## src/hw/rtl/sc1a_pkg.sv

```systemverilog
// ----------------------------------------------------------------------------
// sc1a_pkg
// Shared types, scan codes and key maps for the set-1 scan code decoder.
// ----------------------------------------------------------------------------
package sc1a_pkg;

  // Scan codes with a special meaning.
  localparam logic [7:0] CODE_EXT_PREFIX = 8'hE0;
  localparam logic [7:0] CODE_LSHIFT_MK  = 8'h2A;
  localparam logic [7:0] CODE_RSHIFT_MK  = 8'h36;
  localparam logic [7:0] CODE_CAPS_MK    = 8'h3A;
  localparam logic [7:0] CODE_LSHIFT_BRK = 8'hAA;
  localparam logic [7:0] CODE_RSHIFT_BRK = 8'hB6;
  localparam logic [7:0] MAP_SIZE        = 8'd58;
  localparam logic [6:0] CASE_DELTA      = 7'd32;

  // Width of the characters that leave the block.
  localparam int CHAR_W = 7;

  // Decoder flags, held in the state memory.
  typedef struct packed {
    logic ext_pending;
    logic shift_held;
    logic caps_locked;
  } flags_t;

  localparam int FLAGS_W     = $bits(flags_t);
  localparam int STATE_DEPTH = 1;

  // Character for a make code with shift released.
  function automatic logic [CHAR_W-1:0] plain_char(input logic [5:0] code);
    logic [CHAR_W-1:0] ch;
    case (code)
      6'h02: ch = 7'h31;  6'h03: ch = 7'h32;  6'h04: ch = 7'h33;
      6'h05: ch = 7'h34;  6'h06: ch = 7'h35;  6'h07: ch = 7'h36;
      6'h08: ch = 7'h37;  6'h09: ch = 7'h38;  6'h0A: ch = 7'h39;
      6'h0B: ch = 7'h30;  6'h0C: ch = 7'h2D;  6'h0D: ch = 7'h3D;
      6'h0E: ch = 7'h08;  6'h10: ch = 7'h71;  6'h11: ch = 7'h77;
      6'h12: ch = 7'h65;  6'h13: ch = 7'h72;  6'h14: ch = 7'h74;
      6'h15: ch = 7'h79;  6'h16: ch = 7'h75;  6'h17: ch = 7'h69;
      6'h18: ch = 7'h6F;  6'h19: ch = 7'h70;  6'h1A: ch = 7'h5B;
      6'h1B: ch = 7'h5D;  6'h1C: ch = 7'h0A;  6'h1E: ch = 7'h61;
      6'h1F: ch = 7'h73;  6'h20: ch = 7'h64;  6'h21: ch = 7'h66;
      6'h22: ch = 7'h67;  6'h23: ch = 7'h68;  6'h24: ch = 7'h6A;
      6'h25: ch = 7'h6B;  6'h26: ch = 7'h6C;  6'h27: ch = 7'h3B;
      6'h28: ch = 7'h27;  6'h29: ch = 7'h60;  6'h2B: ch = 7'h5C;
      6'h2C: ch = 7'h7A;  6'h2D: ch = 7'h78;  6'h2E: ch = 7'h63;
      6'h2F: ch = 7'h76;  6'h30: ch = 7'h62;  6'h31: ch = 7'h6E;
      6'h32: ch = 7'h6D;  6'h33: ch = 7'h2C;  6'h34: ch = 7'h2E;
      6'h35: ch = 7'h2F;  6'h37: ch = 7'h2A;  6'h39: ch = 7'h20;
      default: ch = '0;
    endcase
    return ch;
  endfunction

  // Character for a make code with shift held.
  function automatic logic [CHAR_W-1:0] shifted_char(input logic [5:0] code);
    logic [CHAR_W-1:0] ch;
    case (code)
      6'h01: ch = 7'h01;  6'h02: ch = 7'h21;  6'h03: ch = 7'h40;
      6'h04: ch = 7'h23;  6'h05: ch = 7'h24;  6'h06: ch = 7'h25;
      6'h07: ch = 7'h5E;  6'h08: ch = 7'h26;  6'h09: ch = 7'h2A;
      6'h0A: ch = 7'h28;  6'h0B: ch = 7'h29;  6'h0C: ch = 7'h5F;
      6'h0D: ch = 7'h2B;  6'h0E: ch = 7'h08;  6'h0F: ch = 7'h09;
      6'h10: ch = 7'h51;  6'h11: ch = 7'h57;  6'h12: ch = 7'h45;
      6'h13: ch = 7'h52;  6'h14: ch = 7'h54;  6'h15: ch = 7'h59;
      6'h16: ch = 7'h55;  6'h17: ch = 7'h49;  6'h18: ch = 7'h4F;
      6'h19: ch = 7'h50;  6'h1A: ch = 7'h7B;  6'h1B: ch = 7'h7D;
      6'h1C: ch = 7'h0A;  6'h1E: ch = 7'h41;  6'h1F: ch = 7'h53;
      6'h20: ch = 7'h44;  6'h21: ch = 7'h46;  6'h22: ch = 7'h47;
      6'h23: ch = 7'h48;  6'h24: ch = 7'h4A;  6'h25: ch = 7'h4B;
      6'h26: ch = 7'h4C;  6'h27: ch = 7'h3A;  6'h28: ch = 7'h22;
      6'h29: ch = 7'h7E;  6'h2B: ch = 7'h7C;  6'h2C: ch = 7'h5A;
      6'h2D: ch = 7'h58;  6'h2E: ch = 7'h43;  6'h2F: ch = 7'h56;
      6'h30: ch = 7'h42;  6'h31: ch = 7'h4E;  6'h32: ch = 7'h4D;
      6'h33: ch = 7'h3C;  6'h34: ch = 7'h3E;  6'h35: ch = 7'h3F;
      6'h37: ch = 7'h2A;  6'h39: ch = 7'h20;
      default: ch = '0;
    endcase
    return ch;
  endfunction

endpackage

```

## src/hw/rtl/sc1a_ram.sv

```systemverilog
// ----------------------------------------------------------------------------
// sc1a_ram
// Generic simple dual-port RAM with one write port and a registered read port.
// ----------------------------------------------------------------------------
module sc1a_ram #(
  parameter int WIDTH = 8,
  parameter int DEPTH = 1
) (
  input  logic                                 clk,
  input  logic                                 wr_en,
  input  logic [((DEPTH > 1) ? $clog2(DEPTH) : 1)-1:0] wr_addr,
  input  logic [WIDTH-1:0]                     wr_data,
  input  logic                                 rd_en,
  input  logic [((DEPTH > 1) ? $clog2(DEPTH) : 1)-1:0] rd_addr,
  output logic [WIDTH-1:0]                     rd_data
);

  logic [WIDTH-1:0] mem [DEPTH];

  // Write port.
  always_ff @(posedge clk) begin
    if (wr_en) begin
      mem[wr_addr] <= wr_data;
    end
  end

  // Registered read; returns the old contents when read and write coincide.
  always_ff @(posedge clk) begin
    if (rd_en) begin
      rd_data <= mem[rd_addr];
    end
  end

endmodule

```

## src/hw/rtl/sc1a_decode.sv

```systemverilog
// ----------------------------------------------------------------------------
// sc1a_decode
// Flag update and key map lookup for one scan byte.
// ----------------------------------------------------------------------------
module sc1a_decode (
  input  logic [7:0]                  scan_byte_i,
  input  sc1a_pkg::flags_t            flags_i,
  output sc1a_pkg::flags_t            flags_o,
  output logic [sc1a_pkg::CHAR_W-1:0] char_o,
  output logic                        char_vld_o
);
  import sc1a_pkg::*;

  logic [CHAR_W-1:0] map_ch;

  // Prefix, break and make handling; the lookup sees the updated flags.
  always_comb begin
    flags_o = flags_i;
    map_ch  = '0;
    if (scan_byte_i == CODE_EXT_PREFIX) begin
      flags_o.ext_pending = 1'b1;
    end else if (flags_i.ext_pending) begin
      flags_o.ext_pending = 1'b0;
    end else if (scan_byte_i[7]) begin
      if (scan_byte_i inside {CODE_LSHIFT_BRK, CODE_RSHIFT_BRK}) begin
        flags_o.shift_held = 1'b0;
      end
    end else begin
      if (scan_byte_i inside {CODE_LSHIFT_MK, CODE_RSHIFT_MK}) begin
        flags_o.shift_held = 1'b1;
      end
      if (scan_byte_i == CODE_CAPS_MK) begin
        flags_o.caps_locked = ~flags_i.caps_locked;
      end
      if (scan_byte_i < MAP_SIZE) begin
        map_ch = flags_o.shift_held ? shifted_char(scan_byte_i[5:0])
                                    : plain_char(scan_byte_i[5:0]);
      end
    end
  end

  // Caps lock swaps the case of letters only.
  always_comb begin
    char_o = map_ch;
    if (flags_o.caps_locked) begin
      if (map_ch inside {[7'h61:7'h7A]}) begin
        char_o = map_ch - CASE_DELTA;
      end else if (map_ch inside {[7'h41:7'h5A]}) begin
        char_o = map_ch + CASE_DELTA;
      end
    end
    char_vld_o = (char_o != '0);
  end

endmodule

```

## src/hw/rtl/scan_code_set1_to_ascii.sv

```systemverilog
// ----------------------------------------------------------------------------
// scan_code_set1_to_ascii
// Decodes set-1 keyboard scan bytes into ASCII characters, tracking the
// extended prefix, shift and caps lock flags in a small state memory.
//
//   Channel  Direction  tdata bits (low to high)
//   in_      slave      [7:0] scan_byte
//   out_     master     [6:0] ascii_char, [7] zero
//
// One byte is accepted per cycle while the output side keeps up. A byte
// reads the flag memory on acceptance, is decoded in the next cycle and
// writes the flags back; a write-to-read bypass covers back-to-back bytes.
// A byte that yields no character is dropped from the stream. Reset clears
// the pipeline and the memory's written mark, so the flags read as zero.
// A held output beat stalls the decode stage and then the input.
// ----------------------------------------------------------------------------
module scan_code_set1_to_ascii (
  input  logic       clk,
  input  logic       rst_n,
  input  logic       in_tvalid,
  output logic       in_tready,
  input  logic [7:0] in_tdata,   // [7:0] scan_byte
  output logic       out_tvalid,
  input  logic       out_tready,
  output logic [7:0] out_tdata   // [6:0] ascii_char, [7] zero
);
  import sc1a_pkg::*;

  localparam int ADDR_W = (STATE_DEPTH > 1) ? $clog2(STATE_DEPTH) : 1;
  localparam logic [ADDR_W-1:0] FLAGS_ADDR = '0;

  logic              s1_vld_r, s1_vld_nxt;
  logic [7:0]        s1_byte_r;
  logic              out_vld_r, out_vld_nxt;
  logic [CHAR_W-1:0] out_char_r;
  logic              mem_init_r;
  logic              rd_init_r;
  logic              fwd_r;
  flags_t            wr_flags_r;
  flags_t            rd_flags;
  flags_t            cur_flags;
  flags_t            new_flags;
  logic [CHAR_W-1:0] dec_char;
  logic              dec_vld;
  logic              in_acc;
  logic              s1_go;
  logic              wr_en;

  // Handshake: the decode stage moves on when the output register is free.
  assign s1_go     = s1_vld_r && (!out_vld_r || out_tready);
  assign in_tready = !s1_vld_r || s1_go;
  assign in_acc    = in_tvalid && in_tready;
  assign wr_en     = s1_go;

  // Flag state memory, read on acceptance and written back after decode.
  sc1a_ram #(
    .WIDTH(FLAGS_W),
    .DEPTH(STATE_DEPTH)
  ) u_flags_ram (
    .clk    (clk),
    .wr_en  (wr_en),
    .wr_addr(FLAGS_ADDR),
    .wr_data(new_flags),
    .rd_en  (in_acc),
    .rd_addr(FLAGS_ADDR),
    .rd_data(rd_flags)
  );

  // Bypass the write that coincided with the read; unwritten memory is zero.
  always_comb begin
    if (fwd_r) begin
      cur_flags = wr_flags_r;
    end else if (rd_init_r) begin
      cur_flags = rd_flags;
    end else begin
      cur_flags = '0;
    end
  end

  sc1a_decode u_decode (
    .scan_byte_i(s1_byte_r),
    .flags_i    (cur_flags),
    .flags_o    (new_flags),
    .char_o     (dec_char),
    .char_vld_o (dec_vld)
  );

  // Next-state logic for the stage and output valid bits.
  always_comb begin
    s1_vld_nxt = s1_vld_r;
    if (in_acc) begin
      s1_vld_nxt = 1'b1;
    end else if (s1_go) begin
      s1_vld_nxt = 1'b0;
    end
    out_vld_nxt = out_vld_r;
    if (s1_go) begin
      out_vld_nxt = dec_vld;
    end else if (out_tready) begin
      out_vld_nxt = 1'b0;
    end
  end

  // Control registers.
  always_ff @(posedge clk) begin
    if (!rst_n) begin
      s1_vld_r   <= 1'b0;
      out_vld_r  <= 1'b0;
      mem_init_r <= 1'b0;
      rd_init_r  <= 1'b0;
      fwd_r      <= 1'b0;
    end else begin
      s1_vld_r  <= s1_vld_nxt;
      out_vld_r <= out_vld_nxt;
      if (wr_en) begin
        mem_init_r <= 1'b1;
      end
      if (in_acc) begin
        rd_init_r <= mem_init_r;
        fwd_r     <= wr_en;
      end
    end
  end

  // Payload registers.
  always_ff @(posedge clk) begin
    if (in_acc) begin
      s1_byte_r <= in_tdata;
    end
    if (wr_en) begin
      wr_flags_r <= new_flags;
    end
    if (s1_go) begin
      out_char_r <= dec_char;
    end
  end

  assign out_tvalid = out_vld_r;
  assign out_tdata  = {1'b0, out_char_r};

endmodule
```

## config.mk

```make
export PLATFORM = sky130hd
export DESIGN_NAME = scan_code_set1_to_ascii
export DESIGN_NICKNAME = d
export VERILOG_FILES = /design/src/hw/rtl/sc1a_pkg.sv /design/src/hw/rtl/sc1a_ram.sv /design/src/hw/rtl/sc1a_decode.sv /design/src/hw/rtl/scan_code_set1_to_ascii.sv
export SDC_FILE = /design/constraint.sdc
export NUM_CORES = 1
export LEC_CHECK = 0
export BUFFER_PORTS_ARGS = -buffer_cell sky130_fd_sc_hd__buf_2
export CORE_UTILIZATION = 38
export DETAILED_ROUTE_END_ITERATION = 10
export GPL_ROUTABILITY_DRIVEN = 0
export PLACE_DENSITY_LB_ADDON = 0.1
export REMOVE_ABC_BUFFERS = 1
export SKIP_LAST_GASP = 1
export SLEW_MARGIN = 20
export SYNTH_ARGS = -nofsm -noshare
export SYNTH_HDL_FRONTEND = slang
export SYNTH_HIERARCHICAL = 1
export SYNTH_SLANG_ARGS = --single-unit
```

## constraint.sdc

```tcl
create_clock -name clk -period 10.55 [get_ports clk]
set_input_delay 1.055 -clock clk [delete_from_list [all_inputs] [get_ports clk]]
set_output_delay 1.055 -clock clk [all_outputs]
set_load 0.02 [all_outputs]
```

### After elaboration in Yosys (flattened, before gate mapping)

Memories as Yosys holds them, arrays and structs flattened. A register that Yosys moved wholly into a read port is not among the register bits.
Cells that the tools add are included.

* add/sub/neg operators: 2
* multiplexer cells: 29
* equality and inequality tests: 6
* bitwise operators: 1
* $lt $le $gt $ge: 5
* reduce and logical (&&, ||, !) cells: 13

Operators by type and width (count)
* $mux W7: 8
* $eq A8 B6 Y1 const B: 3
* $eq A8 B8 Y1 const B: 3
* $mux W1: 15
* $ge A7 B7 Y1 const B: 2
* $le A7 B7 Y1 const B: 2
* $mux W6: 2
* $lt A8 B6 Y1 const B: 1
* $reduce_bool A2 Y1: 4
* $add A7 B6 Y7 const B: 1
* $reduce_bool A7 Y1: 1
* $sub A7 B6 Y7 const B: 1
* $mux W3: 2
* $logic_and A1 B1 Y1: 4
* $mux W2: 2
* $logic_not A1 Y1: 2
* $logic_or A1 B1 Y1: 2
* $not A1 Y1: 1

* register bits: 23
* output and inout bits: 10
* ROM bits: 896
* word-level logic and storage cells: 69
* memories kept: 3
* input bits: 12
* RAM bits: 3

Memory list
* (name not given): depth 64, bits a word 7, rd ports 1, clocked after memory_dff 1, wr ports 0, line sc1a_pkg.sv:59 `case (code)`
* (name not given): depth 64, bits a word 7, rd ports 1, clocked after memory_dff 1, wr ports 0, line sc1a_pkg.sv:33 `case (code)`
* u_flags_ram.mem: depth 1, bits a word 3, rd ports 1, clocked after memory_dff 1, wr ports 1, line sc1a_ram.sv:18 `logic [WIDTH-1:0] mem [DEPTH];`

### Depth between registers and ports, before layout

Gate-level depths: netlist (run 1).

* depth after elaboration: 18
* gate-level depth with buffers: 16
* depth with buffers taken out: 14

### Hierarchy

The synthesis (run 1) kept the hierarchy.

Modules (own cells, without submodules)
* sc1a_decode: area an instance 1590.3 um2, cells each 227, times used 1, seq. area each 0.0 um2
* scan_code_set1_to_ascii: area an instance 787.0 um2, cells each 44, times used 1, seq. area each 640.6 um2
* sc1a_ram: area an instance 180.2 um2, cells each 6, times used 1, seq. area each 180.2 um2

### Worst setup path after synthesis (run 1)

Ideal clock, no wire load.

* kind: register to register
* from: register s1_byte_r[0]
* to: register out_char_r[6], data pin
* setup slack: 6867 ps
* setup time: 269 ps
* arrival time: 3414 ps
* data required time: 10281 ps
* stages on the path, launching flop included: 14
* clock period less this slack: 3683 ps
* buffers on the path: 1
* cells stage by stage: edfxtp_1 clkbuf_1 inv_1 ha_1 or2_2 a21o_1 a311o_1 or3_2 a2111oi_4 inv_1 o311ai_0 o21ai_2 o21ai_2 a222oi_1

* longest elaborated chain between the ends: 16
* elaborated cells on any way between the ends: 30
* those cells by class: add/sub (2); order compare (5); eq/ne (4); mux (16); reduce/logical (3)

Ends and longest elaborated chain
* start, declared: line scan_code_set1_to_ascii.sv:33 `logic [7:0] s1_byte_r;`
* start signal, assigned: line scan_code_set1_to_ascii.sv:128 `s1_byte_r <= in_tdata;`
* $eq A8 B6 Y1: line sc1a_decode.sv:29 `if (scan_byte_i inside {CODE_LSHIFT_MK, CODE_RSHIFT_MK}) begin`
* $reduce_bool A2 Y1: line sc1a_decode.sv:29
* $mux W1: line sc1a_decode.sv:29
* $mux W1: line sc1a_decode.sv:24 `end else if (scan_byte_i[7]) begin`
* $mux W1: line sc1a_decode.sv:22 `end else if (flags_i.ext_pending) begin`
* $mux W1: line sc1a_decode.sv:20 `if (scan_byte_i == CODE_EXT_PREFIX) begin`
* $mux W7: line sc1a_decode.sv:36 `map_ch = flags_o.shift_held ? shifted_char(scan_byte_i[5:0])`
* $mux W7: line sc1a_decode.sv:35 `if (scan_byte_i < MAP_SIZE) begin`
* $mux W7: line sc1a_decode.sv:24
* $mux W7: line sc1a_decode.sv:22
* $mux W7: line sc1a_decode.sv:20
* $ge A7 B7 Y1 or $le A7 B7 Y1 (tied branches): line sc1a_decode.sv:48 `end else if (map_ch inside {[7'h41:7'h5A]}) begin`
* $logic_and A1 B1 Y1: line sc1a_decode.sv:48
* $mux W7: line sc1a_decode.sv:48
* $mux W7: line sc1a_decode.sv:46 `if (map_ch inside {[7'h61:7'h7A]}) begin`
* $mux W7 (*): line sc1a_decode.sv:45 `if (flags_o.caps_locked) begin`
* named net dec_char[6]: line scan_code_set1_to_ascii.sv:43 `logic [CHAR_W-1:0] dec_char;`
* end signal, assigned: line scan_code_set1_to_ascii.sv:134 `out_char_r <= dec_char;`
* end, declared: line scan_code_set1_to_ascii.sv:35 `logic [CHAR_W-1:0] out_char_r;`

Mark *: on every way through the listed nets, which the timed path passes. The rest lies on a longest branch. The select of a mux whose other input is x is not followed.
A chain may end at the register's enable or synchronous reset.

### Worst setup path in the final report (run 1)

Same ends and word-level chain as after synthesis.

==> summary.txt, run 1 <==
Global route
  – Initial antenna violation count: 0
  – First-pass GRT wire length: 10500 µm
  – Vias in the first global route: 2094
  – Total GRT Usage: 19.0%
  – GRT overflow: 0
  – Largest net degree at the start of global routing: 49

Synthesis
  – Sequential area share after synthesis: 32.1%
  – Mean Syn Cell Area: 9.23 µm²
  – Cell Area, Synth: 0.00256 mm²
  – Seq cells post-synth: 29
  – Distinct cell type count after synthesis: 73
  – EDFF count, synth: 24
  – Synth Instances: 277
  – Leading register cell type out of synthesis: edfxtp_1
  – Synth warn: 6
  – Async SR Flop Fraction: 0%

CTS
  – Clk buf depth: 2
  – TritonCTS buffer count: 5
  – Setup bufs post-CTS: 0
  – CTS tree: yes
  – CTS Hold Bufs: 0
  – Worst-path clk slew: 0.07 ns
  – Maximum level of the CTS H-tree: 2
  – Worst skew pair latency: 0.27 ns
  – Root buf cell: clkbuf_8
  – Cts repair resizes: 0
  – CTS sink cnt: 29

Placement
  – Pre-CTS setup slack: 6.48 ns
  – HPWL Detailed: 4570 µm
  – Number of port buffers: 20

Floorplan
  – Initial Util: 39.8%
  – Die height: 84.0 µm
  – Die footprint: 0.00706 mm²
  – DIE WIDTH: 84.0 µm
  – Ports: 22
  – Core area: 0.00642 mm²
  – Row cnt: 29

Timing
  – RSZ-0062 raised after global routing: false
  – Skew final: 0.00592 ns
  – Worst Max-Slew Pin Slew: 0.821 ns
  – Worst setup margin: 6.47 ns
  – Setup violators final: 0
  – Minimum clock period: 4.08 ns
  – Final Cycle Share: 38.7%
  – Rel. slew slack: 45.3%
  – Final-report hold violation count: 0
  – Slew Limit Fails: 0
  – Final TNS setup: 0 ns
  – FMAX: 245 MHz

Min path
  – Hold Startpoint: u_flags_ram/mem[0][0]
  – Hold depth: 0
  – Hold EP: u_flags_ram/rd_data[0]
  – Hold Crit Class: reg2reg

Status
  – Outcome: finished with violations
  – Failing checks: DRC

Flow run
  – Max_cap viols: 0

Cells and area
  – FF/Latch Area: 821 µm²
  – Commonest non-fill, non-tap cell in the layout: edfxtp_1
  – Most frequent cells in the layout: edfxtp_1, buf_2, o21ai_0
  – Diode count: 0
  – Layout cells sized above 1: 18.3%
  – Area occupied by multi-input gates: 0.00158 mm²
  – Area Overhead vs Synth: 8.51%
  – FILL cells: 607
  – Nets@finish: 314

Drt
  – Routed len/inst: 17.2 µm
  – Residual DRC: 3
  – WL final: 6280 µm
  – Detailed Routing Iterations Pass 1: 8
  – Via density: 6.02
  – ANT nets after route: 0
  – Total number of vias: 2203
  – Detailed Route Iter0 Violations: 218

Setup path
  – Crit end category: register
  – Critical path type: reg2reg
  – Worst EP arrival: 4.10 ns
  – R2r worst-path depth: 12
  – R2r setup slk: 6.47 ns
  – Crit path required time: 10.57 ns
  – Crit Path Max Fanout: 15
  – FF-to-FF Start: s1_byte_r[0]
  – CP startpoint kind: register
  – R2r endpoint: out_char_r[6]

Pwr
  – VDD IR max: 74.0 µV
  – Pwr Density: 110 mW/mm²
  – Leakage: 0.00107 µW
[flip-flops by register name, indices dropped and copies added, names as in the netlist]
name and flops:
s1_byte_r 8, out_char_r 7, u_flags_ram/mem 3, u_flags_ram/rd_data 3, wr_flags_r 3, fwd_r 1, mem_init_r 1, out_tvalid 1
rd_init_r 1, s1_vld_r 1
[routing by layer]
| metal | up-vias | share of wire [%] | track usage (%) |
|---|---|---|---|
| met1 | 1035 | 47 | 26.2 |
| met4 | 0 | 1.5 | 7.05 |
| li1 | 1069 | - | - |
| met3 | 9 | 5.3 | 2.97 |
| met5 | - | 0 | 0 |
| met2 | 90 | 46 | 30.2 |
[through the flow]
stage / instances / instance area, µm² / util (%) / total power (µW) / hold WS [ns]
floorplan: 258 / 2460 / - / 192 / 0.400
global placement: 358 / 2680 / 41.7 / 214 / 0.402
detailed placement: 358 / 2680 / 41.7 / 213 / 0.407
CTS: 366 / 2780 / 43.2 / 309 / 0.424
global route: 366 / 2780 / 43.2 / 322 / 0.426
finish: 366 / 2780 / 43.2 / 306 / 0.421
[layout make-up]
type / instances / share of cell area (%)
multi-input cells: 213 / 56.9
flip-flops and latches: 29 / 29.6
repair buffers: 23 / 4.42
well taps: 77 / 3.47
clock buffers: 6 / 2.98
inverters: 16 / 2.16
clock inverters: 2 / 0.496
[worst max-delay path by stage]
stage                 startpoint       endpoint  slack [ns]  depth (start not counted)
detailed placement  s1_byte_r[0]  out_char_r[6]        6.48                         12
global placement    s1_byte_r[1]  out_char_r[6]        6.59                         12
CTS                 s1_byte_r[0]  out_char_r[6]        6.49                         12
finish              s1_byte_r[0]  out_char_r[6]        6.47                         12
floorplan           s1_byte_r[2]  out_char_r[6]        6.71                         10
global route        s1_byte_r[1]  out_char_r[6]        6.07                         12
[critical path, stage by stage (launching register included)]
cell and delay [ns]:
edfxtp_1 0.61, inv_1 0.22, ha_1 0.33, nand2_1 0.17, a2111oi_4 0.49, nor2_2 0.14
or4_4 0.58, a21oi_2 0.27, ha_1 0.29, nor3_1 0.08, o32a_1 0.38, o21ai_2 0.15
a222oi_1 0.12
[synthesized netlist by cell type (3+ instances only)]
library cell   n  area (µm²)
nor4_1         3        18.8
a211oi_1       3        22.5
nand2b_1      12        75.1
and3_1         3        18.8
clkbuf_1       8        30.0
buf_2          6        30.0
a221oi_1       5        43.8
edfxtp_1      24         721
nand2_1       18        67.6
buf_4          3        22.5
a21oi_1       13        65.1
nor3_1         7        35.0
a31oi_1        5        31.3
o21ai_0       19        95.1
nand3_1        8        40.0
o211ai_1       3        22.5
dfxtp_1        5         100
nor2_1        11        41.3
a22o_1         3        26.3
o211a_1        4        40.0
o21a_1         5        37.5
nor2b_1       10        62.6
mux2i_1        6        60.1
and2_1         4        25.0
ha_1          14         175
nor3b_1        3        22.5
inv_1         16        60.1
[where the power goes]
group | total, µW | internal (µW) | switching [µW]
Combinational | 74.4 | 28.6 | 45.7
Sequential | 137 | 131 | 5.99
Clock | 94.6 | 52.7 | 41.8
[cell families after synthesis]
group,synth area share [%]
compound gates,26.2
other cells,0.147
mux,4.99
simple gates,22.5
buf+inv,6.16
xor+xnor,0.685
flops,32.1
fa+ha+maj,7.24
(Power assumes the default switching activity.)
==> run 2: changes to the inputs <==
--- a/config.mk
+++ b/config.mk
@@ -5,6 +5,7 @@
 export SDC_FILE = /design/constraint.sdc
 export NUM_CORES = 1
 export LEC_CHECK = 0
+export ABC_AREA = 1
 export BUFFER_PORTS_ARGS = -buffer_cell sky130_fd_sc_hd__buf_2
 export CORE_UTILIZATION = 38
 export DETAILED_ROUTE_END_ITERATION = 10
==> constraint.sdc (replaced) <==
create_clock -name clk -period 3.6 [get_ports clk]
set_input_delay 0.36 -clock clk [delete_from_list [all_inputs] [get_ports clk]]
set_output_delay 0.36 -clock clk [all_outputs]
set_load 0.02 [all_outputs]
==> run 2 against run 1 <==
The run now ends clean. Critical path depth is 11 higher. Clock power grew to 2.7 times the previous value. Final cell count is 38% higher. Global-route usage is 0.59 points higher.
==> summary.txt, run 2 <==
Cells and area
  – Largest registers: s1_byte_r x8, out_char_r x7 (unchanged)
  – Diode count: 0 (unchanged)
  – Final core utilization: 42.8% (was 43.2%)
  – Commonest non-fill, non-tap cell in the layout: nand2_1 (was edfxtp_1)
  – FILL cells: 708 (was 607)
  – Nets@finish: 433 (was 314)
  – Number of flip-flops in the largest register: 8 (unchanged)
  – Area occupied by multi-input gates: 0.00157 mm² (was 0.00158 mm²)
  – FF/Latch Area: 821 µm² (unchanged)
  – Most frequent cells in the layout: nand2_1, nand3_1, inv_1 (was edfxtp_1, buf_2, o21ai_0)
  – Area Overhead vs Synth: 9.26% (was 8.51%)
  – Most flops, register: s1_byte_r (unchanged)
  – Layout cells sized above 1: 19.9% (was 18.3%)

CTS
  – Root buf cell: clkbuf_8 (unchanged)
  – Clk buf depth: 2 (unchanged)
  – Worst-path clk slew: 0.06 ns (was 0.07 ns)
  – CTS Hold Bufs: 0 (unchanged)
  – CTS sink cnt: 29 (unchanged)
  – Setup bufs post-CTS: 0 (unchanged)
  – TritonCTS buffer count: 5 (unchanged)
  – Worst skew pair latency: 0.28 ns (was 0.27 ns)
  – CTS tree: yes (unchanged)
  – Maximum level of the CTS H-tree: 2 (unchanged)

Timing
  – Slew Limit Fails: 0 (unchanged)
  – Final TNS setup: 0 ns (unchanged)
  – FMAX: 315 MHz (was 245 MHz)
  – Worst Max-Slew Pin Slew: 0.523 ns (was 0.821 ns)
  – Skew final: 0.0104 ns (was 0.00592 ns)
  – Rel. slew slack: 65.1% (was 45.3%)
  – Minimum clock period: 3.17 ns (was 4.08 ns)
  – RSZ-0062 raised after global routing: false (unchanged)
  – Final Cycle Share: 88.2% (was 38.7%)
  – Final-report hold violation count: 0 (unchanged)
  – Setup violators final: 0 (unchanged)

Global route
  – Total GRT Usage: 19.6% (was 19.0%)
  – Met2 usage: 30.4% (was 30.2%)
  – Largest net degree at the start of global routing: 31 (was 49)
  – First-pass GRT wire length: 11300 µm (was 10500 µm)
  – Initial antenna violation count: 0 (unchanged)
  – Met1 usage: 26.7% (was 26.2%)
  – Routing usage on met3: 3.46% (was 2.97%)
  – GR peak layer: met2 (unchanged)
  – Vias in the first global route: 2387 (was 2094)
  – GRT overflow: 0 (unchanged)

Floorplan
  – Core area: 0.00679 mm² (was 0.00642 mm²)
  – DIE WIDTH: 85.7 µm (was 84.0 µm)
  – Row cnt: 30 (was 29)
  – Die footprint: 0.00734 mm² (was 0.00706 mm²)
  – Initial Util: 39.2% (was 39.8%)
  – Ports: 22 (unchanged)
  – Die height: 85.7 µm (was 84.0 µm)

Synthesis
  – Sequential area share after synthesis: 30.8% (was 32.1%)
  – Synth Instances: 387 (was 277)
  – EDFF count, synth: 24 (unchanged)
  – Yosys top cell area share: 27.1% (was 28.2%)
  – Cell taking the most area after synthesis: edfxtp_1 (unchanged)
  – Synth top cells by count: nand2_1, nand3_1, inv_1 (was edfxtp_1, o21ai_0, nand2_1)
  – Distinct cell type count after synthesis: 34 (was 73)
  – Synth warn: 6 (unchanged)
  – Async SR Flop Fraction: 0% (unchanged)
  – Leading register cell type out of synthesis: edfxtp_1 (unchanged)
  – Cell Area, Synth: 0.00266 mm² (was 0.00256 mm²)
  – Seq cells post-synth: 29 (unchanged)
  – Largest cells by area after synthesis: edfxtp_1, nand2_1, nand3_1 (was edfxtp_1, ha_1, dfxtp_1)
  – Dominant cell by count in the synthesized netlist: nand2_1 (was edfxtp_1)
  – Mean Syn Cell Area: 6.88 µm² (was 9.23 µm²)

Pwr
  – Pwr Density: 314 mW/mm² (was 110 mW/mm²)
  – VDD IR max: 191 µV (was 74.0 µV)
  – Leakage: 0.00140 µW (was 0.00107 µW)

Setup path
  – Crit-path cells: ha_1 > nand2_2 > nor2_2 > nand2_1 > nand3_2 > nand3_1 > nand2_1 > nand2_1 > inv_2 > ha_1 > inv_1 > nor3_1 > nand3_1 > nand2_1 > nand2_1 > nand2_1 > nand2_1 > nand2_1 > nand2_1 > nor2_1 > nand2_1 > nand2_1 > a21oi_1 (was inv_1 > ha_1 > nand2_1 > a2111oi_4 > nor2_2 > or4_4 > a21oi_2 > ha_1 > nor3_1 > o32a_1 > o21ai_2 > a222oi_1)
  – Crit end category: register (unchanged)
  – Crit path buffers/inverters: 2 (was 1)
  – Crit path required time: 3.77 ns (was 10.57 ns)
  – Crit Path Max Fanout: 12 (was 15)
  – CP startpoint kind: register (unchanged)
  – Slowest cell delay on critical path: 0.66 ns (was 0.61 ns)
  – Critical path type: reg2reg (unchanged)
  – Worst EP arrival: 3.34 ns (was 4.10 ns)
  – Slowest cell on the critical path: edfxtp_1 (unchanged)
  – Worst path top cell family by delay: simple AND/OR/NAND/NOR gates (was compound AO/OA/AOI/OAI gates)
  – CP dominant cell by count: nand2_1 (was ha_1)

Placement
  – HPWL Detailed: 5110 µm (was 4570 µm)
  – Number of port buffers: 20 (unchanged)

Drt
  – Residual DRC: 0 (was 3)
  – Detailed Routing Iterations Pass 1: 6 (was 8)
  – Routed len/inst: 13.1 µm (was 17.2 µm)
  – ANT nets after route: 0 (unchanged)
  – Total number of vias: 2523 (was 2203)
  – WL final: 6620 µm (was 6280 µm)
  – Detailed Route Iter0 Violations: 348 (was 218)
  – Via density: 5.01 (was 6.02)

Flow run
  – Max_cap viols: 0 (unchanged)

Min path
  – Hold Crit Class: in2reg (was reg2reg)

Status
  – Outcome: complete, no violations (was finished with violations)
-- run 2: path summary, 6_finish.rpt --
check	end	slack, ns	cells past startpoint	startpoint
hold reg to reg	u_flags_ram/rd_data[2]	0.42	0	u_flags_ram/mem[0][2]
hold / removal	s1_byte_r[7]	0.26	1	in_tdata[7]
setup reg to reg	out_tvalid	0.43	23	s1_byte_r[1]
setup / recovery	out_tvalid	0.43	23	s1_byte_r[1]
-- run 2: power by group --
group / switching (µW) / total [µW] / internal, µW
registers: 12.9 / 400 / 387
clock network: 123 / 256 / 134
logic: 175 / 256 / 81.2
-- run 2: repair_timing --
action,CTS,global route
endpoints found under the setup margin,0,1
endpoints found under the hold margin,0,0
resized for setup,0,1
-- run 2: stage by stage --
stage	setup slack [ns]	std cells	total power, µW	area [µm²]	hold WS (ns)
floorplan	0.674	374	589	2560	0.400
global placement	0.572	496	665	2830	0.401
detailed placement	0.392	496	659	2830	0.405
CTS	0.391	504	921	2910	0.249
global route	0.00195	504	971	2910	0.243
finish	0.425	504	912	2910	0.259
-- run 2: cells by family (layout without fill, tap and decap cells) --
kind of cell	count (synthesis)	count (layout)	share of synthesized area, %
xor+xnor	1	1	0.329
simple gates	250	250	43.5
flops	29	29	30.8
compound gates	35	35	8.56
other cells	1	1	0.141
buf+inv	57	78	10.0
fa+ha+maj	14	14	6.58
-- run 2: metal layers --
layer	routed length, µm	vias up
li1	-	1305
met1	3080	1085
met2	2820	115
met3	462	18
met4	250	0
met5	0	-
-- run 2: final cells by class --
type | count | share of cell area, %
Multi-Input combinational cell | 301 | 54.1
Inverter | 44 | 5.68
Clock inverter | 2 | 0.344
Tap cell | 96 | 4.13
Clock buffer | 6 | 2.50
Timing Repair Buffer | 26 | 4.99
Sequential cell | 29 | 28.2
